`src/design/runs_above_below_test_defines.svh`:
```
// ----------------------------------------------------------------------------
// Runs test assertion macros
// Shared shorthand for the concurrent checks in the runs test design.
// ----------------------------------------------------------------------------
`ifndef RUNS_ABOVE_BELOW_TEST_DEFINES_SVH
`define RUNS_ABOVE_BELOW_TEST_DEFINES_SVH

// A property that is checked on every clock edge outside of reset.
`define RABT_ASSERT(label, prop, msg) \
  label: assert property (@(posedge clk_i) disable iff (!rst_ni) prop) else $error(msg);

// A condition that must be followed by an expression on the next edge.
`define RABT_ASSERT_NEXT(label, cond, expr, msg) \
  label: assert property (@(posedge clk_i) disable iff (!rst_ni) (cond) |=> (expr)) \
    else $error(msg);

`endif

```
`src/design/rabt_pkg.sv`:
```
// ----------------------------------------------------------------------------
// Runs test package
// Widths, register codes and shared types of the runs above and below test.
// ----------------------------------------------------------------------------
package rabt_pkg;

  // Field and register widths.
  localparam int unsigned SAMPLE_BITS   = 10;
  localparam int unsigned COUNT_BITS    = 16;
  localparam int unsigned THR_BITS      = 10;
  localparam int unsigned CZ_BITS       = 12;
  localparam int unsigned FRAC_BITS     = 8;
  localparam int unsigned CFG_IDX_BITS  = 2;
  localparam int unsigned CFG_DATA_BITS = 12;

  // Widths of the verdict and compare arithmetic, derived from the count, fraction, sample and threshold widths.
  localparam int unsigned N_BITS    = COUNT_BITS + 1;
  localparam int unsigned PROD_BITS = 2 * COUNT_BITS;
  localparam int unsigned VT_BITS   = 2 * COUNT_BITS + 1;
  localparam int unsigned D_BITS    = 2 * COUNT_BITS + 3;
  localparam int unsigned WIDE_BITS = 2 * D_BITS + N_BITS + FRAC_BITS;
  localparam int unsigned OPB_BITS  = D_BITS;
  localparam int unsigned CMP_BITS  =
    ((SAMPLE_BITS > THR_BITS) ? SAMPLE_BITS : THR_BITS) + 1;

  localparam logic [COUNT_BITS-1:0] COUNT_MAX = '1;

  // Register reset values.
  localparam logic [THR_BITS-1:0] THR_RESET = THR_BITS'(500);
  localparam logic [CZ_BITS-1:0]  CZ_RESET  = CZ_BITS'(983);

  // Register indexes of the configuration port.
  localparam logic [CFG_IDX_BITS-1:0] REG_THRESHOLD = CFG_IDX_BITS'(0);
  localparam logic [CFG_IDX_BITS-1:0] REG_CRIT_ZSQ  = CFG_IDX_BITS'(1);

  // Class of the previous sample.
  typedef enum logic [1:0] {
    SIDE_NONE,
    SIDE_ABOVE,
    SIDE_BELOW
  } side_e;

  // Verdict sequencer states.
  typedef enum logic [2:0] {
    V_IDLE,
    V_PROD,
    V_NR,
    V_DD,
    V_LHS,
    V_CZ,
    V_RHS,
    V_DONE
  } verdict_state_e;

  // Counts of one sequence.
  typedef struct packed {
    logic [COUNT_BITS-1:0] runs;
    logic [COUNT_BITS-1:0] above;
    logic [COUNT_BITS-1:0] below;
    logic                  overflow;
  } tally_t;

  // Status of the shared multiplier.
  typedef struct packed {
    logic busy;
    logic done;
  } mul_stat_t;

endpackage

```
`src/design/rabt_mul.sv`:
```
// ----------------------------------------------------------------------------
// Runs test shift-add multiplier
// Shared multiplier that adds one shifted partial product per cycle.
// ----------------------------------------------------------------------------
module rabt_mul (
  input  logic                          clk_i,
  input  logic                          rst_ni,
  input  logic                          start_i,
  input  logic [rabt_pkg::WIDE_BITS-1:0] a_i,
  input  logic [rabt_pkg::OPB_BITS-1:0]  b_i,
  output rabt_pkg::mul_stat_t            stat_o,
  output logic [rabt_pkg::WIDE_BITS-1:0] prod_o
);

  logic                          busy_q;
  logic [rabt_pkg::WIDE_BITS-1:0] a_q;
  logic [rabt_pkg::OPB_BITS-1:0]  b_q;
  logic [rabt_pkg::WIDE_BITS-1:0] acc_q;

  // The product is complete once every multiplier bit has been consumed.
  assign stat_o.busy = busy_q;
  assign stat_o.done = busy_q && (b_q == '0);
  assign prod_o      = acc_q;

  // Busy flag.
  always_ff @(posedge clk_i or negedge rst_ni) begin
    if (!rst_ni) begin
      busy_q <= 1'b0;
    end else if (start_i) begin
      busy_q <= 1'b1;
    end else if (busy_q && (b_q == '0)) begin
      busy_q <= 1'b0;
    end
  end

  // Operand and accumulator registers: one multiplier bit per cycle.
  always_ff @(posedge clk_i) begin
    if (start_i) begin
      a_q   <= a_i;
      b_q   <= b_i;
      acc_q <= '0;
    end else if (busy_q && (b_q != '0)) begin
      if (b_q[0]) begin
        acc_q <= acc_q + a_q;
      end
      a_q <= {a_q[rabt_pkg::WIDE_BITS-2:0], 1'b0};
      b_q <= {1'b0, b_q[rabt_pkg::OPB_BITS-1:1]};
    end
  end

endmodule

```
`src/design/rabt_verdict.sv`:
```
// ----------------------------------------------------------------------------
// Runs test verdict sequencer
// Forms both sides of the squared Z comparison on the shared multiplier.
// ----------------------------------------------------------------------------
`include "runs_above_below_test_defines.svh"

module rabt_verdict (
  input  logic                        clk_i,
  input  logic                        rst_ni,
  input  logic                        start_i,
  input  rabt_pkg::tally_t            tally_i,
  input  logic [rabt_pkg::CZ_BITS-1:0] cz_i,
  input  logic                        take_i,
  output logic                        done_o,
  output logic                        accept_o,
  output rabt_pkg::tally_t            tally_o
);

  rabt_pkg::verdict_state_e state_q, state_d;

  rabt_pkg::tally_t                tally_q;
  logic [rabt_pkg::N_BITS-1:0]     n_q;
  logic [rabt_pkg::PROD_BITS-1:0]  prod_q;
  logic [rabt_pkg::CZ_BITS-1:0]    cz_q;
  logic [rabt_pkg::WIDE_BITS-1:0]  lhs_q;
  logic                            accept_q, accept_d;

  logic                            mul_start;
  logic [rabt_pkg::WIDE_BITS-1:0]  mul_a;
  logic [rabt_pkg::OPB_BITS-1:0]   mul_b;
  rabt_pkg::mul_stat_t             mul_stat;
  logic [rabt_pkg::WIDE_BITS-1:0]  mul_p;

  logic                            bad_start;
  logic [rabt_pkg::N_BITS-1:0]     n_start;
  logic [rabt_pkg::VT_BITS-1:0]    two_prod;
  logic [rabt_pkg::VT_BITS-1:0]    n_vt;
  logic                            degen;
  logic [rabt_pkg::VT_BITS-1:0]    vterm;
  logic [rabt_pkg::D_BITS-1:0]     p_nr;
  logic [rabt_pkg::D_BITS-1:0]     q_nr;
  logic [rabt_pkg::D_BITS-1:0]     diff;

  rabt_mul u_mul (
    .clk_i  (clk_i),
    .rst_ni (rst_ni),
    .start_i(mul_start),
    .a_i    (mul_a),
    .b_i    (mul_b),
    .stat_o (mul_stat),
    .prod_o (mul_p)
  );

  // Screening of the sequence and the terms built between products.
  always_comb begin
    bad_start = tally_i.overflow || (tally_i.above == '0) || (tally_i.below == '0);
    n_start   = rabt_pkg::N_BITS'(tally_i.above) + rabt_pkg::N_BITS'(tally_i.below);
    two_prod  = {mul_p[rabt_pkg::PROD_BITS-1:0], 1'b0};
    n_vt      = rabt_pkg::VT_BITS'(n_q);
    degen     = (two_prod <= n_vt);
    vterm     = {prod_q, 1'b0} - n_vt;
    p_nr      = rabt_pkg::D_BITS'({mul_p[rabt_pkg::N_BITS+rabt_pkg::COUNT_BITS-1:0], 1'b0});
    q_nr      = rabt_pkg::D_BITS'({prod_q, 2'b00}) + rabt_pkg::D_BITS'(n_q);
    diff      = (p_nr > q_nr) ? (p_nr - q_nr) : (q_nr - p_nr);
  end

  // Next state.
  always_comb begin
    state_d = state_q;
    unique case (state_q)
      rabt_pkg::V_IDLE: begin
        if (start_i) begin
          state_d = bad_start ? rabt_pkg::V_DONE : rabt_pkg::V_PROD;
        end
      end
      rabt_pkg::V_PROD: begin
        if (mul_stat.done) begin
          state_d = degen ? rabt_pkg::V_DONE : rabt_pkg::V_NR;
        end
      end
      rabt_pkg::V_NR: begin
        if (mul_stat.done) begin
          state_d = rabt_pkg::V_DD;
        end
      end
      rabt_pkg::V_DD: begin
        if (mul_stat.done) begin
          state_d = rabt_pkg::V_LHS;
        end
      end
      rabt_pkg::V_LHS: begin
        if (mul_stat.done) begin
          state_d = rabt_pkg::V_CZ;
        end
      end
      rabt_pkg::V_CZ: begin
        if (mul_stat.done) begin
          state_d = rabt_pkg::V_RHS;
        end
      end
      rabt_pkg::V_RHS: begin
        if (mul_stat.done) begin
          state_d = rabt_pkg::V_DONE;
        end
      end
      rabt_pkg::V_DONE: begin
        if (take_i) begin
          state_d = rabt_pkg::V_IDLE;
        end
      end
      default: state_d = rabt_pkg::V_IDLE;
    endcase
  end

  // Multiplier operands and the verdict bit for each step.
  always_comb begin
    mul_start = 1'b0;
    mul_a     = '0;
    mul_b     = '0;
    accept_d  = accept_q;
    done_o    = 1'b0;
    unique case (state_q)
      rabt_pkg::V_IDLE: begin
        // n1 * n2
        if (start_i) begin
          accept_d  = 1'b0;
          mul_start = !bad_start;
          mul_a     = rabt_pkg::WIDE_BITS'(tally_i.above);
          mul_b     = rabt_pkg::OPB_BITS'(tally_i.below);
        end
      end
      rabt_pkg::V_PROD: begin
        // n * R
        if (mul_stat.done) begin
          accept_d  = 1'b0;
          mul_start = !degen;
          mul_a     = rabt_pkg::WIDE_BITS'(n_q);
          mul_b     = rabt_pkg::OPB_BITS'(tally_q.runs);
        end
      end
      rabt_pkg::V_NR: begin
        // D * D
        if (mul_stat.done) begin
          mul_start = 1'b1;
          mul_a     = rabt_pkg::WIDE_BITS'(diff);
          mul_b     = rabt_pkg::OPB_BITS'(diff);
        end
      end
      rabt_pkg::V_DD: begin
        // D * D * (n - 1)
        if (mul_stat.done) begin
          mul_start = 1'b1;
          mul_a     = mul_p;
          mul_b     = rabt_pkg::OPB_BITS'(n_q - rabt_pkg::N_BITS'(1));
        end
      end
      rabt_pkg::V_LHS: begin
        // n1 * n2 * critical value
        if (mul_stat.done) begin
          mul_start = 1'b1;
          mul_a     = rabt_pkg::WIDE_BITS'(prod_q);
          mul_b     = rabt_pkg::OPB_BITS'(cz_q);
        end
      end
      rabt_pkg::V_CZ: begin
        // Times eight, times the variance term.
        if (mul_stat.done) begin
          mul_start = 1'b1;
          mul_a     = {mul_p[rabt_pkg::WIDE_BITS-4:0], 3'b000};
          mul_b     = rabt_pkg::OPB_BITS'(vterm);
        end
      end
      rabt_pkg::V_RHS: begin
        if (mul_stat.done) begin
          accept_d = (lhs_q <= mul_p);
        end
      end
      rabt_pkg::V_DONE: begin
        done_o = 1'b1;
      end
      default: begin
        done_o = 1'b0;
      end
    endcase
  end

  // State and verdict bit.
  always_ff @(posedge clk_i or negedge rst_ni) begin
    if (!rst_ni) begin
      state_q  <= rabt_pkg::V_IDLE;
      accept_q <= 1'b0;
    end else begin
      state_q  <= state_d;
      accept_q <= accept_d;
    end
  end

  // Operands of the sequence and intermediate products.
  always_ff @(posedge clk_i) begin
    if ((state_q == rabt_pkg::V_IDLE) && start_i) begin
      tally_q <= tally_i;
      n_q     <= n_start;
      cz_q    <= cz_i;
    end
    if ((state_q == rabt_pkg::V_PROD) && mul_stat.done) begin
      prod_q <= mul_p[rabt_pkg::PROD_BITS-1:0];
    end
    if ((state_q == rabt_pkg::V_LHS) && mul_stat.done) begin
      lhs_q <= {mul_p[rabt_pkg::WIDE_BITS-rabt_pkg::FRAC_BITS-1:0],
                {rabt_pkg::FRAC_BITS{1'b0}}};
    end
  end

  assign accept_o = accept_q;
  assign tally_o  = tally_q;

  // Checks.
  `RABT_ASSERT(a_start_idle, start_i |-> (state_q == rabt_pkg::V_IDLE), "verdict started while busy")
  `RABT_ASSERT(a_mul_free, mul_start |-> (!mul_stat.busy || mul_stat.done), "multiplier restarted mid product")
  `RABT_ASSERT(a_ovf_reject, (done_o && tally_q.overflow) |-> !accept_q, "saturated sequence accepted")

endmodule

```
`config.mk`:
```
export PLATFORM = sky130hd
export DESIGN_NAME = rabt_verdict
export DESIGN_NICKNAME = d
export VERILOG_FILES = /design/src/design/rabt_pkg.sv /design/src/design/rabt_mul.sv /design/src/design/rabt_verdict.sv
export VERILOG_INCLUDE_DIRS = /design/src /design/src/design
export SDC_FILE = /design/constraint.sdc
export NUM_CORES = 1
export LEC_CHECK = 0
export BUFFER_PORTS_ARGS = -buffer_cell sky130_fd_sc_hd__buf_2
export CAP_MARGIN = 15
export CORE_UTILIZATION = 64
export CTS_CLUSTER_DIAMETER = 120
export CTS_CLUSTER_SIZE = 28
export DETAILED_ROUTE_END_ITERATION = 7
export MAX_ROUTING_LAYER = met4
export PLACE_DENSITY = 0.82
export SYNTH_ARGS = -nofsm -noshare
export SYNTH_HDL_FRONTEND = slang
export SYNTH_SLANG_ARGS = --single-unit
export TNS_END_PERCENT = 1
```
`constraint.sdc`:
```
create_clock -name clk_i -period 8.4 [get_ports clk_i]
set_input_delay 1.26 -clock clk_i [delete_from_list [all_inputs] [get_ports clk_i]]
set_output_delay 1.26 -clock clk_i [all_outputs]
set_load 0.02 [all_outputs]
```
==> results of run 1 <==
==> worst max-delay path, cell delays in order (launching register included) <==
cell      delay [ns]
edfxtp_1        0.46
ha_1            0.32
a21o_1          0.16
a21oi_1         0.24
o21bai_1        0.11
a21oi_1         0.26
o21bai_1        0.12
a41o_1          0.29
nand4_1         0.10
nand4b_1        0.09
a21oi_1         0.44
nor2_1          0.30
xor2_1          0.23
ha_1            0.52
nand2_1         0.08
o21ai_1         0.19
a21oi_1         0.09
o21bai_1        0.25
o211ai_4        0.15
a221oi_4        0.76
buf_4           0.47
nor2_1          0.10
a221oi_2        0.46
o21bai_1        0.14
xor2_1          0.28
nand2_1         0.14
a31oi_1         0.23
==> power by group through the flow <==
stage	logic [W]	registers [W]	clock network, W
2_1_floorplan	0.00486	0.00349	0
3_3_place_gp	0.00622	0.00383	0
3_5_place_dp	0.00636	0.00384	0
4_1_cts	0.00640	0.00380	0.00113
5_1_grt	0.00716	0.00389	0.00119
6_report	0.00653	0.00385	0.00113
==> logic make-up after synthesis <==
| family | synth area share, % |
|---|---|
| buffers and inverters | 5.44 |
| DFF | 37.8 |
| xor gates and xnor gates | 5.67 |
| and+or+nand+nor | 14.4 |
| AOI/OAI and AO/OA | 23.6 |
| muxes | 0.435 |
| adders and majority gates | 12.7 |
==> per-stage QoR <==
step / utilization (%) / setup slack (ns) / total power (W) / cell area (sq um)
6_report: 68.2 / 1.21 / 0.0115 / 32800
5_1_grt: 68.2 / 0.910 / 0.0122 / 32800
4_1_cts: 68.2 / 1.39 / 0.0113 / 32800
3_5_place_dp: 67.0 / 1.48 / 0.0102 / 32200
3_3_place_gp: 67.0 / 1.52 / 0.0100 / 32200
2_1_floorplan: - / 2.34 / 0.00835 / 31400
==> metal layers <==
layer	wire length (um)	part of all wire (%)	GRT usage, %
met5	0	0	-
met2	43100	45	59.7
met4	4680	4.9	16.8
met1	38300	40	51.8
met3	10100	11	5.43
==> Yosys cell counts, drive strengths merged, types with 17 or more instances <==
library cell  count
a211oi           32
a21o            143
a21oi           347
a221oi           19
a222oi           99
a22oi            31
a31oi            38
and2             20
and3             17
buf              36
clkbuf          139
dfxtp            95
edfxtp          327
ha              310
inv             264
nand2           361
nand2b           38
nand3            86
nand4            78
nor2            192
nor2b            34
nor3             44
nor4             34
o211ai           24
o21a             28
o21ai           196
o21bai           49
o31ai            18
xnor2           118
xor2             85
==> sequential cells by signal (all words and copies together), names as in the netlist <==
register      cells
accept_o          1
u_mul.b_q        35
prod_q           32
u_mul.a_q        95
cz_q             12
state_q           3
tally_o          49
u_mul.busy_q      1
n_q              17
lhs_q            87
u_mul.prod_o     95
==> area by class of cell <==
class | instances | area share [%]
sequential | 427 | 36.1
antenna | 1 | 0.00764
timing repair buffer | 136 | 2.24
clock inverter | 1 | 0.0916
clock buffer | 32 | 1.60
multi-input combinational | 2596 | 54.5
inverter | 264 | 3.02
tap | 615 | 2.35
==> worst min path at each step <==
stage	from	endpoint	slack (ns)	depth (start not counted)
2_1_floorplan	u_mul.prod_o[93]	u_mul.prod_o[93]	0.47	2
6_report	rst_ni	u_mul.busy_q	0.49	1
5_1_grt	rst_ni	accept_o	0.49	1
3_5_place_dp	u_mul.prod_o[75]	u_mul.prod_o[75]	0.52	2
3_3_place_gp	u_mul.prod_o[75]	u_mul.prod_o[75]	0.53	2
4_1_cts	rst_ni	accept_o	0.49	1
==> layout by cell type, fill, tap and decap left out, types with 99 or more instances in the layout <==
cell type  instances
nand2_1          360
a21oi_1          345
edfxtp_1         327
ha_1             310
inv_1            263
nor2_1           189
o21ai_0          168
a21o_1           143
xnor2_1          118
buf_2            115
a222oi_1          99
==> summary.txt, run 1 <==
Outcome
  – Status: complete, but fails checks
  – Failing checks: DRC

Finish
  – Seq. cell area: 11800 sq um
  – Syn-to-layout area delta: 4.46%
  – Post-Layout Cell Count: ~4100
  – Area of the multi-input gates: 17900 sq um
  – Fraction of layout cells with a size suffix above 1: 5.53%
  – Fillers: 3804
  – Final nets: 3825

Clock tree
  – Clk pin slew, worst setup/hold paths: 0.12 ns
  – CTS tree: done
  – H-tree Lvls: 1
  – Max clock buf depth: 3
  – CTS Buf Count: 19
  – Clock latency on the worst-skew pair: 0.57 ns
  – Setup bufs post-CTS: 0
  – Hold_buf cts: 0
  – Root Buffer: clkbuf_16
  – Cts repair resizes: 0
  – Clock Sink Count: approximately 430

Yosys
  – Synthesis-stage register bit count: 427
  – Primary FF master, synth: edfxtp_1
  – Largest cells by area after synthesis: edfxtp_1, ha_1, dfxtp_1, a21oi_1, nand2_1
  – Number of synthesized flops with an enable pin: about 330
  – Yosys cell types: 89
  – Post-synthesis cell area: 31400 sq um
  – Async set-reset flop share out of synthesis: 1.17%
  – Syn avg cell area: 9.06 sq um
  – Synth Instances: 3462
  – Syn_nets: 3843
  – Yosys top cell by area: edfxtp_1
  – Synth top area share: between 30% and 40%
  – Post-synthesis sequential area ratio: about 38%
  – Synthesis Warnings: 0

Die
  – Die Area: 49900 sq um
  – Top-Level Pins: 116
  – Chip Width: 223 um
  – Core ar.: approximately 48000 sq um
  – Site Rows: 80
  – Die Ht: between 200 and 250 um
  – Initial Util: 65.3%

Worst setup path
  – WS Path Type: reg -> reg
  – Kind of end point of the critical path: flip-flop
  – R2R cell count: 26
  – CP endpoint: u_mul.b_q[24]
  – RR Startpoint: n_q[3]
  – R2r setup slk: 1.21 ns
  – Worst setup path start: n_q[3]
  – Worst EP required: a little under 9 ns
  – Crit Path Max Fanout: 26
  – CP Launch Type: flip-flop
  – RR Endpoint: u_mul.b_q[24]
  – Arrival time worst endpoint: between 7 and 8 ns

Timing
  – Upper clock frequency limit: 139 MHz
  – Post-route setup TNS: 0 ns
  – Min Clock Period, post-route: 7.19 ns
  – Slew Viols, Final: 0
  – WHS: 0.491 ns
  – Clock skew: ~0.042 ns
  – Max-Slew Margin vs Limit: 28.2%
  – Period utilization: between 80 and 90%
  – Setup violators final: 0
  – RSZ-0062 raised after global routing: false
  – Final hold vios: 0
  – Worst slew pin tran: 1.08 ns

Job
  – # Max-Cap Violations: 0

Power
  – Logic gate share of total power: 56.7%
  – LEAKAGE: around 14 nW
  – Clock power share: 9.8%
  – Internal Pwr Total: just under 0.006 W
  – Worst vdd ir: 0.000184 V
  – Part of the power in registers: 33.5%
  – P_sw: 0.00556 W
  – PD cells: 351 nW/um^2
  – Switching share of power: 48.3%

Global route
  – Total GRT Usage: between 30 and 40%
  – Initial antenna violation count: 1
  – Vias in the first global route: 26897
  – First-pass GRT wire length: 151 mm
  – Largest net degree at the start of global routing: 93
  – Total grt overflow: 0

Detailed routing
  – Post-route ant nets: 0
  – Final wirelength: 96.2 mm
  – WL/cell: 23.6 um
  – DR vias: 28240
  – DRC viols: 15
  – 1st-iter DRT viols: 4004
  – Vias per std cell: 6.94
  – DRT Pass-1 Iters: 8

Placed design
  – Routability cong.: a little over 1
  – HPWL Detailed: 72.1 mm
  – Placed insts: 4038
  – # port buffers: between 100 and 150

Min path
  – Min-delay worst type: in -> async
Power figures use the tool's default switching activity.
==> inputs of run 2 (changes only) <==
--- a/config.mk
+++ b/config.mk
@@ -6,14 +6,14 @@
 export SDC_FILE = /design/constraint.sdc
 export NUM_CORES = 1
 export LEC_CHECK = 0
-export BUFFER_PORTS_ARGS = -buffer_cell sky130_fd_sc_hd__buf_2
 export CAP_MARGIN = 15
-export CORE_UTILIZATION = 64
+export CORE_UTILIZATION = 45
 export CTS_CLUSTER_DIAMETER = 120
 export CTS_CLUSTER_SIZE = 28
 export DETAILED_ROUTE_END_ITERATION = 7
+export DONT_BUFFER_PORTS = 1
 export MAX_ROUTING_LAYER = met4
-export PLACE_DENSITY = 0.82
+export PLACE_DENSITY = 0.6
 export SYNTH_ARGS = -nofsm -noshare
 export SYNTH_HDL_FRONTEND = slang
 export SYNTH_SLANG_ARGS = --single-unit
==> summary.txt, run 2 (synthesis results as in run 1) <==
Outcome
  – Failing checks: DRC
  – Status: complete, but fails checks

Finish
  – Syn-to-layout area delta: 4.16%
  – Commonest non-fill, non-tap cell in the layout: nand2_1
  – Post-Layout Cell Count: around 4300
  – Fraction of layout cells with a size suffix above 1: 2.57%
  – Fillers: approximately 6500
  – Final nets: about 3700
  – Most frequent cells in the layout: nand2_1, a21oi_1, edfxtp_1

Global route
  – Total GRT Usage: 28.8%
  – First-pass GRT wire length: 156 mm
  – Initial antenna violation count: 2
  – Vias in the first global route: 25872
  – Largest net degree at the start of global routing: 138
  – Total grt overflow: 0

Power
  – Clock power share: 10.1%
  – Part of the power in registers: 33.1%
  – Switching share of power: around half
  – PD cells: 353 nW/um^2
  – Worst vdd ir: 0.000161 V
  – LEAKAGE: around 14 nW
  – Logic gate share of total power: between 50 and 60%
  – P_sw: 0.00560 W
  – Internal Pwr Total: ~0.0059 W

Timing
  – Slew Viols, Final: 0
  – Worst slew pin tran: approximately 1.2 ns
  – Max-Slew Margin vs Limit: 21.5%
  – Setup violators final: 0
  – Clock skew: 0.0472 ns
  – WHS: 0.335 ns
  – Upper clock frequency limit: between 100 and 150 MHz
  – RSZ-0062 raised after global routing: false
  – Min Clock Period, post-route: 6.82 ns
  – Post-route setup TNS: 0 ns
  – Period utilization: 81.2%
  – Final hold vios: 0

Clock tree
  – Setup bufs post-CTS: 0
  – CTS tree: done
  – Hold_buf cts: 0
  – Clock latency on the worst-skew pair: 0.60 ns
  – Max clock buf depth: 3
  – Root Buffer: clkbuf_16
  – Clk pin slew, worst setup/hold paths: 0.12 ns
  – Clock Sink Count: 427
  – H-tree Lvls: 1
  – Cts repair resizes: 0
  – CTS Buf Count: 19

Detailed routing
  – WL/cell: 23.7 um
  – DRT Pass-1 Iters: 8
  – Final wirelength: 101 mm
  – DRC viols: 2
  – Post-route ant nets: 0
  – 1st-iter DRT viols: roughly 3300
  – DR vias: 26969
  – Vias per std cell: 6.30

Worst setup path
  – Arrival time worst endpoint: 7.23 ns
  – Worst EP required: just under 9 ns
  – CP Launch Type: flip-flop
  – WS Path Type: reg -> reg
  – Crit Path Max Fanout: 40
  – Kind of end point of the critical path: flip-flop

Placed design
  – Routability cong.: approximately 0.98
  – Placed insts: around 4200
  – # port buffers: 0
  – HPWL Detailed: 76.1 mm

Die
  – Die Ht: 266 um
  – Die Area: a little over 70000 sq um
  – Core ar.: ~69000 sq um
  – Top-Level Pins: 116
  – Initial Util: 45.6%
  – Chip Width: 266 um
  – Site Rows: 96

Job
  – # Max-Cap Violations: 0

Min path
  – Min-delay worst type: in -> async
-- run 2: cell types whose count changed in the layout (fill, tap and decap cells not counted), sizes merged --
cell,delta
inv,+2
buf,-107
clkbuf,-1
-- run 2: layer usage --
metal | track usage [%] | up-vias | share of wire, %
met5 | - | - | 0
met4 | 7.18 | 0 | 2.5
met3 | 2.52 | 126 | 6.9
met2 | 45.5 | 1096 | 46
met1 | 40.0 | 13146 | 45
li1 | - | 12601 | -
-- run 2: final timing paths --
| check | from | end | slack, ns | depth (start not counted) |
|---|---|---|---|---|
| max reg2reg | n_q[3] | u_mul.b_q[32] | 1.58 | 26 |
| min reg2reg | u_mul.prod_o[60] | u_mul.prod_o[60] | 0.55 | 2 |
| max | n_q[3] | u_mul.b_q[32] | 1.58 | 26 |
| min in group clk_i | u_mul.prod_o[60] | u_mul.prod_o[60] | 0.55 | 2 |
| min | rst_ni | state_q[1] | 0.34 | 0 |
| max in group asynchronous | rst_ni | u_mul.busy_q | 7.99 | 0 |
-- run 2: worst max-delay path: stages (launching register included) --
cell,delay (ns)
edfxtp_1,0.46
ha_1,0.33
a21o_1,0.17
a21oi_1,0.25
o21bai_1,0.11
a21oi_1,0.27
o21bai_1,0.13
a41o_1,0.29
nand4_1,0.10
nand4b_1,0.10
a21oi_1,0.39
nor2_1,0.28
xor2_1,0.23
ha_1,0.55
nand2_1,0.09
o21ai_1,0.22
a21oi_1,0.08
o21bai_1,0.29
o211ai_4,0.15
a221oi_4,0.64
buf_12,0.31
nor2_1,0.09
a221oi_2,0.39
o311ai_2,0.13
xor2_1,0.22
nand2_1,0.12
a31oi_1,0.20
-- run 2: area by class of cell --
type                            count  area (sq um)  area share (%)
Clock inverter                      3          36.3           0.111
Timing Repair Buffer               29           243           0.743
Multi-Input combinational cell   2596         17900            54.7
Clock buffer                       31           520            1.59
Sequential cell                   427         11800            36.3
Inverter                          264           991            3.03
Antenna cell                        1          2.50         0.00766
Tap cell                          931          1160            3.56
-- run 2: metrics by stage --
| step | total power, W | util, % | instance area (sq um) | worst slack (ns) |
|---|---|---|---|---|
| after floorplan | 0.00835 | - | 31400 | 2.34 |
| after global placement | 0.0102 | 46.7 | 32100 | 1.78 |
| after detailed placement | 0.0103 | 46.7 | 32100 | 1.68 |
| after CTS | 0.0115 | 47.5 | 32700 | 1.61 |
| after global routing | 0.0124 | 47.5 | 32700 | 1.19 |
| final | 0.0115 | 47.5 | 32700 | 1.58 |
-- run 2: power by group through the flow --
| stage | registers, W | clock network, W | logic [W] |
|---|---|---|---|
| floorplan | 0.00349 | 0 | 0.00486 |
| global placement | 0.00384 | 0 | 0.00637 |
| detailed placement | 0.00385 | 0 | 0.00644 |
| CTS | 0.00380 | 0.00119 | 0.00648 |
| global route | 0.00388 | 0.00124 | 0.00724 |
| finish | 0.00382 | 0.00117 | 0.00656 |
